==> config.mk <==
export PLATFORM = sky130hd
export DESIGN_NAME = periodic_timed_event_queue
export DESIGN_NICKNAME = d
export VERILOG_FILES = /design/src/rtl/peq_pkg.sv /design/src/rtl/periodic_timed_event_queue.sv /design/src/rtl/peq_ram.sv
export VERILOG_INCLUDE_DIRS = /design/src /design/src/rtl
export SDC_FILE = /design/constraint.sdc
export NUM_CORES = 2
export LEC_CHECK = 0
export BUFFER_PORTS_ARGS = -buffer_cell sky130_fd_sc_hd__buf_4
export CAP_MARGIN = 5
export CORE_MARGIN = 5
export CORE_UTILIZATION = 55
export DETAILED_ROUTE_END_ITERATION = 16
export PLACE_DENSITY = 0.71
export SYNTH_ARGS = -nofsm -noshare
export SYNTH_HDL_FRONTEND = slang
export SYNTH_SLANG_ARGS = --single-unit
==> constraint.sdc <==
create_clock -name clk -period 8.27 [get_ports clk]
set_input_delay 2.0675 -clock clk [delete_from_list [all_inputs] [get_ports clk]]
set_output_delay 2.0675 -clock clk [all_outputs]
set_load 0.005 [all_outputs]
==> src/rtl/periodic_timed_event_queue_macros.svh <==
// Assertion macros for the periodic timed event queue.
// Expects clk and rst_n in the scope of use; no other dependencies.
`ifndef PERIODIC_TIMED_EVENT_QUEUE_MACROS_SVH
`define PERIODIC_TIMED_EVENT_QUEUE_MACROS_SVH

`ifndef ASSERT_OFF
`define PEQ_ASSERT(lbl, prop, msg) \
    lbl: assert property (@(posedge clk) disable iff (!rst_n) (prop)) else $error(msg);
`define PEQ_ASSERT_NEXT(lbl, ante, cons, msg) \
    lbl: assert property (@(posedge clk) disable iff (!rst_n) (ante) |=> (cons)) \
        else $error(msg);
`else
`define PEQ_ASSERT(lbl, prop, msg)
`define PEQ_ASSERT_NEXT(lbl, ante, cons, msg)
`endif

`endif

==> src/rtl/peq_pkg.sv <==
// Package for the periodic timed event queue: default sizes, codes and states.
// No dependencies.
`default_nettype none

package peq_pkg;

    localparam int QUEUE_DEPTH_DEF = 16;
    localparam int TIME_BITS_DEF   = 32;
    localparam int ID_BITS_DEF     = 8;

    typedef enum logic [1:0] {
        KIND_INSERT = 2'd0,
        KIND_TICK   = 2'd1,
        KIND_CLEAR  = 2'd2
    } kind_t;

    typedef enum logic [2:0] {
        ST_FIRED    = 3'd0,
        ST_INSERTED = 3'd1,
        ST_FULL     = 3'd2,
        ST_CLEARED  = 3'd3,
        ST_NOTHING  = 3'd4
    } status_t;

    typedef enum logic [2:0] {
        S_IDLE,
        S_EMIT,
        S_INS_START,
        S_INS_CMP,
        S_TICK_RD,
        S_TICK_CHK,
        S_TICK_END
    } state_t;

endpackage

`default_nettype wire

==> src/rtl/periodic_timed_event_queue.sv <==
// Timed event queue held sorted by due time in a circular buffer in one RAM
// (time, period and id per word, head pointer and count in registers). One item is
// worked at a time. Clear and a full insert go straight to the result beat. An insert
// shifts each queued entry with a later due time up one slot through the single read
// port of the RAM, then writes the new entry. A tick reads and examines head entries,
// puts each fired event whose next due time lies past now back through the insert
// scan, and ends with a final beat; the registered RAM read sets the per-entry cost.
// A result beat held off by the receiver adds its wait.
// Kind 3 is accepted and gives no beat. Result beats wait in an output register.
// Depends on peq_pkg, peq_ram and periodic_timed_event_queue_macros.svh.
`default_nettype none
`include "periodic_timed_event_queue_macros.svh"

module periodic_timed_event_queue
    import peq_pkg::*;
#(
    parameter int QUEUE_DEPTH = QUEUE_DEPTH_DEF,
    parameter int TIME_BITS   = TIME_BITS_DEF,
    parameter int ID_BITS     = ID_BITS_DEF
) (
    input  wire logic                 clk,
    input  wire logic                 rst_n,
    input  wire logic                 in_valid,
    output logic                      in_ready,
    input  wire logic [1:0]           kind,
    input  wire logic [ID_BITS-1:0]   event_id,
    input  wire logic [TIME_BITS-1:0] due_time,
    input  wire logic [TIME_BITS-1:0] repeat_period,
    input  wire logic [TIME_BITS-1:0] now_step,
    output logic                      out_valid,
    input  wire logic                 out_ready,
    output logic [2:0]                status,
    output logic [ID_BITS-1:0]        fired_id,
    output logic [TIME_BITS-1:0]      fired_time,
    output logic                      last
);

    localparam int IDX_W  = $clog2(QUEUE_DEPTH);
    localparam int CNT_W  = $clog2(QUEUE_DEPTH + 1);
    localparam int WORD_W = 2 * TIME_BITS + ID_BITS;
    localparam logic [IDX_W:0] DEPTH_V = (IDX_W + 1)'(QUEUE_DEPTH);
    localparam logic [CNT_W-1:0] DEPTH_C = CNT_W'(QUEUE_DEPTH);

    state_t               state_reg, state_next;
    logic [IDX_W-1:0]     head_reg, head_next;
    logic [CNT_W-1:0]     count_reg, count_next;
    logic                 op_tick_reg, op_tick_next;
    logic                 pend_valid_reg, pend_valid_next;
    logic                 out_valid_reg, out_valid_next;

    logic [IDX_W-1:0]     scan_reg, scan_next;
    logic [TIME_BITS-1:0] now_reg, now_next;
    logic [ID_BITS-1:0]   ins_id_reg, ins_id_next;
    logic [TIME_BITS-1:0] ins_time_reg, ins_time_next;
    logic [TIME_BITS-1:0] ins_period_reg, ins_period_next;
    status_t              emit_status_reg, emit_status_next;
    logic [ID_BITS-1:0]   pend_id_reg, pend_id_next;
    logic [TIME_BITS-1:0] pend_time_reg, pend_time_next;
    status_t              out_status_reg, out_status_next;
    logic [ID_BITS-1:0]   out_id_reg, out_id_next;
    logic [TIME_BITS-1:0] out_time_reg, out_time_next;
    logic                 out_last_reg, out_last_next;

    logic                 wr_en, rd_en;
    logic [IDX_W-1:0]     wr_addr, rd_addr;
    logic [WORD_W-1:0]    wr_data, rd_data;
    logic [TIME_BITS-1:0] rd_time, rd_period, next_time;
    logic [ID_BITS-1:0]   rd_id;
    logic [TIME_BITS:0]   time_sum;
    logic [CNT_W-1:0]     count_dec;
    logic [WORD_W-1:0]    ins_word;
    logic                 out_free;
    logic                 in_scan;
    logic                 clear_fire;

    function automatic logic [IDX_W-1:0] wrap_add(
        input logic [IDX_W-1:0] base,
        input logic [IDX_W-1:0] off
    );
        logic [IDX_W:0] s;
        s = {1'b0, base} + {1'b0, off};
        if (s >= DEPTH_V)
        begin
            s = s - DEPTH_V;
        end
        return s[IDX_W-1:0];
    endfunction

    peq_ram #(
        .WIDTH (WORD_W),
        .DEPTH (QUEUE_DEPTH)
    ) u_ram (
        .clk     (clk),
        .wr_en   (wr_en),
        .wr_addr (wr_addr),
        .wr_data (wr_data),
        .rd_en   (rd_en),
        .rd_addr (rd_addr),
        .rd_data (rd_data)
    );

    assign rd_time   = rd_data[TIME_BITS-1:0];
    assign rd_period = rd_data[2*TIME_BITS-1:TIME_BITS];
    assign rd_id     = rd_data[WORD_W-1:2*TIME_BITS];
    assign time_sum  = {1'b0, rd_time} + {1'b0, rd_period};
    assign next_time = time_sum[TIME_BITS] ? '1 : time_sum[TIME_BITS-1:0];
    assign count_dec = count_reg - 1'b1;
    assign ins_word  = {ins_id_reg, ins_period_reg, ins_time_reg};
    assign out_free  = !out_valid_reg || out_ready;
    assign in_scan    = (state_reg == S_INS_START) || (state_reg == S_INS_CMP);
    assign clear_fire = in_valid && in_ready && (kind == KIND_CLEAR);

    assign in_ready   = (state_reg == S_IDLE);
    assign out_valid  = out_valid_reg;
    assign status     = out_status_reg;
    assign fired_id   = out_id_reg;
    assign fired_time = out_time_reg;
    assign last       = out_last_reg;

    always_ff @(posedge clk or negedge rst_n)
    begin
        if (!rst_n)
        begin
            state_reg      <= S_IDLE;
            head_reg       <= '0;
            count_reg      <= '0;
            op_tick_reg    <= 1'b0;
            pend_valid_reg <= 1'b0;
            out_valid_reg  <= 1'b0;
        end
        else
        begin
            state_reg      <= state_next;
            head_reg       <= head_next;
            count_reg      <= count_next;
            op_tick_reg    <= op_tick_next;
            pend_valid_reg <= pend_valid_next;
            out_valid_reg  <= out_valid_next;
        end
    end

    always_ff @(posedge clk)
    begin
        scan_reg        <= scan_next;
        now_reg         <= now_next;
        ins_id_reg      <= ins_id_next;
        ins_time_reg    <= ins_time_next;
        ins_period_reg  <= ins_period_next;
        emit_status_reg <= emit_status_next;
        pend_id_reg     <= pend_id_next;
        pend_time_reg   <= pend_time_next;
        out_status_reg  <= out_status_next;
        out_id_reg      <= out_id_next;
        out_time_reg    <= out_time_next;
        out_last_reg    <= out_last_next;
    end

    always_comb
    begin
        state_next       = state_reg;
        head_next        = head_reg;
        count_next       = count_reg;
        op_tick_next     = op_tick_reg;
        pend_valid_next  = pend_valid_reg;
        out_valid_next   = out_valid_reg && !out_ready;
        scan_next        = scan_reg;
        now_next         = now_reg;
        ins_id_next      = ins_id_reg;
        ins_time_next    = ins_time_reg;
        ins_period_next  = ins_period_reg;
        emit_status_next = emit_status_reg;
        pend_id_next     = pend_id_reg;
        pend_time_next   = pend_time_reg;
        out_status_next  = out_status_reg;
        out_id_next      = out_id_reg;
        out_time_next    = out_time_reg;
        out_last_next    = out_last_reg;
        wr_en            = 1'b0;
        wr_addr          = head_reg;
        wr_data          = ins_word;
        rd_en            = 1'b0;
        rd_addr          = head_reg;

        case (state_reg)
            S_IDLE:
            begin
                if (in_valid)
                begin
                    case (kind)
                        KIND_INSERT:
                        begin
                            if (count_reg == DEPTH_C)
                            begin
                                emit_status_next = ST_FULL;
                                state_next       = S_EMIT;
                            end
                            else
                            begin
                                ins_id_next     = event_id;
                                ins_time_next   = due_time;
                                ins_period_next = repeat_period;
                                op_tick_next    = 1'b0;
                                scan_next       = count_reg[IDX_W-1:0];
                                state_next      = S_INS_START;
                            end
                        end
                        KIND_TICK:
                        begin
                            now_next        = now_step;
                            op_tick_next    = 1'b1;
                            pend_valid_next = 1'b0;
                            state_next      = S_TICK_RD;
                        end
                        KIND_CLEAR:
                        begin
                            count_next       = '0;
                            head_next        = '0;
                            emit_status_next = ST_CLEARED;
                            state_next       = S_EMIT;
                        end
                        default:
                        begin
                            state_next = S_IDLE;
                        end
                    endcase
                end
            end

            S_EMIT:
            begin
                if (out_free)
                begin
                    out_valid_next  = 1'b1;
                    out_status_next = emit_status_reg;
                    out_id_next     = '0;
                    out_time_next   = '0;
                    out_last_next   = 1'b1;
                    state_next      = S_IDLE;
                end
            end

            S_INS_START:
            begin
                if (scan_reg == '0)
                begin
                    wr_en      = 1'b1;
                    wr_addr    = head_reg;
                    wr_data    = ins_word;
                    count_next = count_reg + 1'b1;
                    if (op_tick_reg)
                    begin
                        state_next = S_TICK_RD;
                    end
                    else
                    begin
                        emit_status_next = ST_INSERTED;
                        state_next       = S_EMIT;
                    end
                end
                else
                begin
                    rd_en      = 1'b1;
                    rd_addr    = wrap_add(head_reg, scan_reg - 1'b1);
                    state_next = S_INS_CMP;
                end
            end

            S_INS_CMP:
            begin
                wr_en   = 1'b1;
                wr_addr = wrap_add(head_reg, scan_reg);
                if (rd_time <= ins_time_reg)
                begin
                    wr_data    = ins_word;
                    count_next = count_reg + 1'b1;
                    if (op_tick_reg)
                    begin
                        state_next = S_TICK_RD;
                    end
                    else
                    begin
                        emit_status_next = ST_INSERTED;
                        state_next       = S_EMIT;
                    end
                end
                else
                begin
                    // shift the later entry up one slot
                    wr_data   = rd_data;
                    scan_next = scan_reg - 1'b1;
                    if (scan_reg == IDX_W'(1))
                    begin
                        state_next = S_INS_START;
                    end
                    else
                    begin
                        rd_en   = 1'b1;
                        rd_addr = wrap_add(head_reg, scan_reg - IDX_W'(2));
                    end
                end
            end

            S_TICK_RD:
            begin
                if (count_reg == '0)
                begin
                    state_next = S_TICK_END;
                end
                else
                begin
                    rd_en      = 1'b1;
                    rd_addr    = head_reg;
                    state_next = S_TICK_CHK;
                end
            end

            S_TICK_CHK:
            begin
                if (rd_time <= now_reg)
                begin
                    if (!pend_valid_reg || out_free)
                    begin
                        if (pend_valid_reg)
                        begin
                            out_valid_next  = 1'b1;
                            out_status_next = ST_FIRED;
                            out_id_next     = pend_id_reg;
                            out_time_next   = pend_time_reg;
                            out_last_next   = 1'b0;
                        end
                        pend_valid_next = 1'b1;
                        pend_id_next    = rd_id;
                        pend_time_next  = rd_time;
                        head_next       = wrap_add(head_reg, IDX_W'(1));
                        count_next      = count_dec;
                        if (next_time > now_reg)
                        begin
                            ins_id_next     = rd_id;
                            ins_time_next   = next_time;
                            ins_period_next = rd_period;
                            scan_next       = count_dec[IDX_W-1:0];
                            state_next      = S_INS_START;
                        end
                        else
                        begin
                            state_next = S_TICK_RD;
                        end
                    end
                end
                else
                begin
                    state_next = S_TICK_END;
                end
            end

            S_TICK_END:
            begin
                if (out_free)
                begin
                    out_valid_next = 1'b1;
                    out_last_next  = 1'b1;
                    if (pend_valid_reg)
                    begin
                        out_status_next = ST_FIRED;
                        out_id_next     = pend_id_reg;
                        out_time_next   = pend_time_reg;
                    end
                    else
                    begin
                        out_status_next = ST_NOTHING;
                        out_id_next     = '0;
                        out_time_next   = '0;
                    end
                    pend_valid_next = 1'b0;
                    state_next      = S_IDLE;
                end
            end

            default:
            begin
                state_next = S_IDLE;
            end
        endcase
    end

    `PEQ_ASSERT(a_count_bound, count_reg <= DEPTH_C, "entry count beyond queue depth")
    `PEQ_ASSERT(a_ins_room, in_scan |-> (count_reg < DEPTH_C), "insert scan with a full queue")
    `PEQ_ASSERT_NEXT(a_clear_empty, clear_fire, count_reg == '0, "clear left entries queued")

endmodule

`default_nettype wire

==> src/rtl/peq_ram.sv <==
// Generic simple dual-port RAM: one write port, one read port, registered read.
// No dependencies.
`default_nettype none

module peq_ram #(
    parameter int WIDTH = 8,
    parameter int DEPTH = 16
) (
    input  wire logic                     clk,
    input  wire logic                     wr_en,
    input  wire logic [$clog2(DEPTH)-1:0] wr_addr,
    input  wire logic [WIDTH-1:0]         wr_data,
    input  wire logic                     rd_en,
    input  wire logic [$clog2(DEPTH)-1:0] rd_addr,
    output logic      [WIDTH-1:0]         rd_data
);

    logic [WIDTH-1:0] mem [DEPTH];

    always_ff @(posedge clk)
    begin
        if (wr_en)
        begin
            mem[wr_addr] <= wr_data;
        end
        if (rd_en)
        begin
            rd_data <= mem[rd_addr];
        end
    end

endmodule

`default_nettype wire

==> summary.md <==
| Metric | Value |
|---|---|
| Max Freq | `around 140 MHz` |
| Main combinational cell family by area after synthesis | `compound AO/OA/AOI/OAI gates` |
| Starting Density | `0.555` |
| IO Pins | `roughly 160` |
| Adder-cell area share of the yosys netlist | `0.0300` |
| RSZ-0062 raised after global routing | `no` |
| Cells after Synth | `between 4k and 5k` |
| Status | `finished, final reports clean` |
| Post-route setup slack | `1140 ps` |
| Dominant cell by count in the synthesized netlist | `edfxtp_1` |
| NetSw | `between 0.009 and 0.01 W` |
| WL per Instance | `roughly 32 µm` |
| Largest net degree at the start of global routing | `about 180` |
| Post-Route WL | `between 150000 and 200000 µm` |
| Compound-Gate Fraction of Synth Area | `0.118` |
| Final Max Tran Viols | `0` |
| CP Launch Type | `register` |
| Static leakage | `about 24 nW` |
| Sw frac | `0.370` |
| Die W | `approximately 350 µm` |
| R2R Setup Slk | `1140 ps` |
| Pre-antenna DRT Iters | `6` |
| Crit share post-route | `0.862` |
| Final std cells w/o fill | `around 6k` |
| Worst VDD drop | `about 400 µV` |
| Register bit count reported by yosys | `roughly 1.4k` |
| Vias | `43.8k` |
| Clock slew at reported path FFs | `60 ps` |
| Post-synthesis mux area share | `0.0372` |
| Grt ovf | `0` |
| Initial drt markers | `around 6.2k` |
| Hold WC Path Type | `register to register` |
| First-pass GRT wire length | `285000 µm` |
| # DRC | `0` |
| Synth Area in XOR/XNOR | `0.00551` |
| Placed Instances | `~5.9k` |
| Die ar. | `0.123 mm²` |
| PD cells | `about 360 mW/mm²` |
| Syn_area_per_cell | `14.0 µm²` |
| Least-Margin Pin Slew | `about 1300 ps` |
| Synthesized area | `0.0636 mm²` |
| Synth Flop Type | `edfxtp_1` |
| Commonest cells in the netlist | `edfxtp_1, nand4_1, nand2_1, clkbuf_1, mux2i_1` |
| Biggest regs | `u_ram.mem (1152), u_ram.rd_data (72)` |
| Max transition margin | `0.125` |
| Critical-path maximum fanout | `44` |
| DR vias/cell | `7.12` |
| Synth warn | `0` |
| Final Hold Vio Count | `0` |
| CP Capture Type | `register` |
| Power share of the combinational group | `0.344` |
| Synth Area in Simple Gates | `0.102` |
| Nets | `between 4k and 5k` |
| CTS Root Cell | `clkbuf_16` |
| Post-CTS Setup Bufs | `0` |
| Register area share after synthesis | `0.675` |
| GPL Wtd Cong | `roughly 0.98` |
| IO Port Bufs | `between 150 and 200` |
| Critical path required time | `8680 ps` |
| Antenna-violating nets left | `0` |
| Final setup fails | `0` |
| Final TNS setup | `0 ps` |
| Initial antenna violation count | `3` |
| Internal | `between 0.015 and 0.02 W` |
| Vias in the first global route | `around 42k` |
| Async set-reset flop share out of synthesis | `0.0105` |
| Core area | `0.115 mm²` |
| Clk pwr share | `0.250` |
| Number of flops mapped to enable cells by yosys | `around 1.4k` |
| H-tree depth | `4` |
| Clock sink count | `about 1.4k` |
| Synth top area share | `0.669` |
| Cts bufs inserted | `about 140` |
| Tmin final | `between 7000 and 8000 ps` |
| Synth cell types | `84` |
| Place WS | `approximately 1300 ps` |
| Share of cells above drive strength 1 | `0.122` |
| Syn_nets | `~4.8k` |
| GRT Total Usage | `0.315` |
| Layout area overhead | `11.0%` |
| Hold-fix buffers at CTS | `0` |
| Max cap viols | `0` |
| Worst Path Arrival | `around 7500 ps` |
| Final setup skew | `between 20 and 30 ps` |
| Clock Latency Late Sink | `between 700 and 800 ps` |
| Hpwl dp | `roughly 110000 µm` |
| Number of core rows | `124` |
| Crit Path Class | `register to register` |
| Chip Height | `roughly 350 µm` |
| Cts repair resizes | `0` |
| CTS tree | `yes` |
| CTS Buffer Depth | `3` |
| Top post-synthesis cells by area | `edfxtp_1, nand4_1, nand2_1` |
| Reg power frac | `0.405` |
| Max FFs per register | `between 1k and 1.5k` |
| Number of fillers in the final layout | `approximately 8.4k` |
| Post-synth top area cell | `edfxtp_1` |
| Largest Register | `u_ram.mem` |
area by class of cell:
type	instances	area (µm²)	area share
Timing Repair Buffer	238	2070	0.0294
Inverter	88	330	0.00468
Sequential cell	1433	43000	0.608
Tap cell	1512	1890	0.0268
Multi-Input combinational cell	2623	18900	0.267
Clock inverter	84	686	0.00971
Antenna cell	1	2.50	0.0000354
Clock buffer	173	3810	0.0539
power groups by stage:
stage	clock, W	combinational [W]	sequential, W
floorplan	0	0.00541	0.0101
global placement	0	0.00835	0.0104
detailed placement	0	0.00844	0.0104
CTS	0.00637	0.00850	0.0102
global route	0.00667	0.00922	0.0103
finish	0.00633	0.00872	0.0103
critical path, cell delays in order, from the launching register on:
cell and delay (ps):
edfxtp_1 430, ha_1 250, fa_1 400, a21o_1 180, a21oi_1 270, o21ai_0 270
a21oi_1 300, nor3_1 100, nor2_1 190, a211oi_1 140, o31a_1 380, nor2_2 470
buf_4 320, nand2_1 90, ha_1 320, nand4_1 90, nor2_1 190, nand3_1 130
or3_1 390, a21oi_1 120, o21ai_0 280, nand2b_1 260, a21oi_1 230, o21a_4 510
buf_12 350
cells in the final DEF (no fill, tap or decap), types with 21 or more instances in the layout:
cell type	synthesis	final
and2_1	48	46
o2111ai_1	143	143
mux2i_1	149	149
clkinv_1	0	45
edfxtp_1	1418	1418
o31ai_1	146	146
clkbuf_16	0	148
a2111oi_0	140	140
inv_1	87	87
a221o_1	78	78
nor2_1	90	69
buf_4	9	215
nand4_1	530	530
a31o_1	71	71
o32ai_1	67	67
o21ai_0	56	55
clkbuf_1	305	24
nand2_1	502	498
mux2_2	73	73
a21oi_1	103	101
nor2_4	1	21
xor2_1	22	22
a21o_1	41	40
buf_12	7	23
ha_1	146	146
path summary, 6_finish.rpt:
| kind | start | end | cells after the start |
|---|---|---|---|
| setup reg to reg | u_ram.rd_data[0] | ins_id_reg[0] | 24 |
| hold / removal | u_ram.rd_data[65] | pend_id_reg[1] | 0 |
| min in group asynchronous | rst_n | state_reg[2] | 1 |
| max in group asynchronous | rst_n | head_reg[1] | 1 |
| setup / recovery | u_ram.rd_data[0] | ins_id_reg[0] | 24 |
| hold reg to reg | u_ram.rd_data[65] | pend_id_reg[1] | 0 |
through the flow:
step                total power (W)  area [µm²]  hold slack (ps)  utilization
floorplan                    0.0155       63600              446            -
global placement             0.0187       66100              470        0.577
detailed placement           0.0188       66100              470        0.577
CTS                          0.0251       70600              483        0.616
global route                 0.0262       70600              494        0.616
finish                       0.0253       70600              487        0.616
per-layer routing:
metal / vias to the layer above / track usage / part of all wire
met5: - / 0 / 0.000071
li1: 18399 / - / -
met2: 3081 / 0.472 / 0.44
met4: 2 / 0.171 / 0.061
met3: 563 / 0.0674 / 0.12
met1: 21727 / 0.437 / 0.38
logic make-up (layout without fill, tap and decap cells):
kind of cell | after synthesis | count (layout)
simple gates | 1273 | 1273
other cells | 0 | 1
mux | 225 | 225
xor+xnor | 40 | 40
compound gates | 935 | 935
buf+inv | 484 | 583
flops | 1433 | 1433
fa+ha+maj | 150 | 150
(Power assumes the default switching activity.)
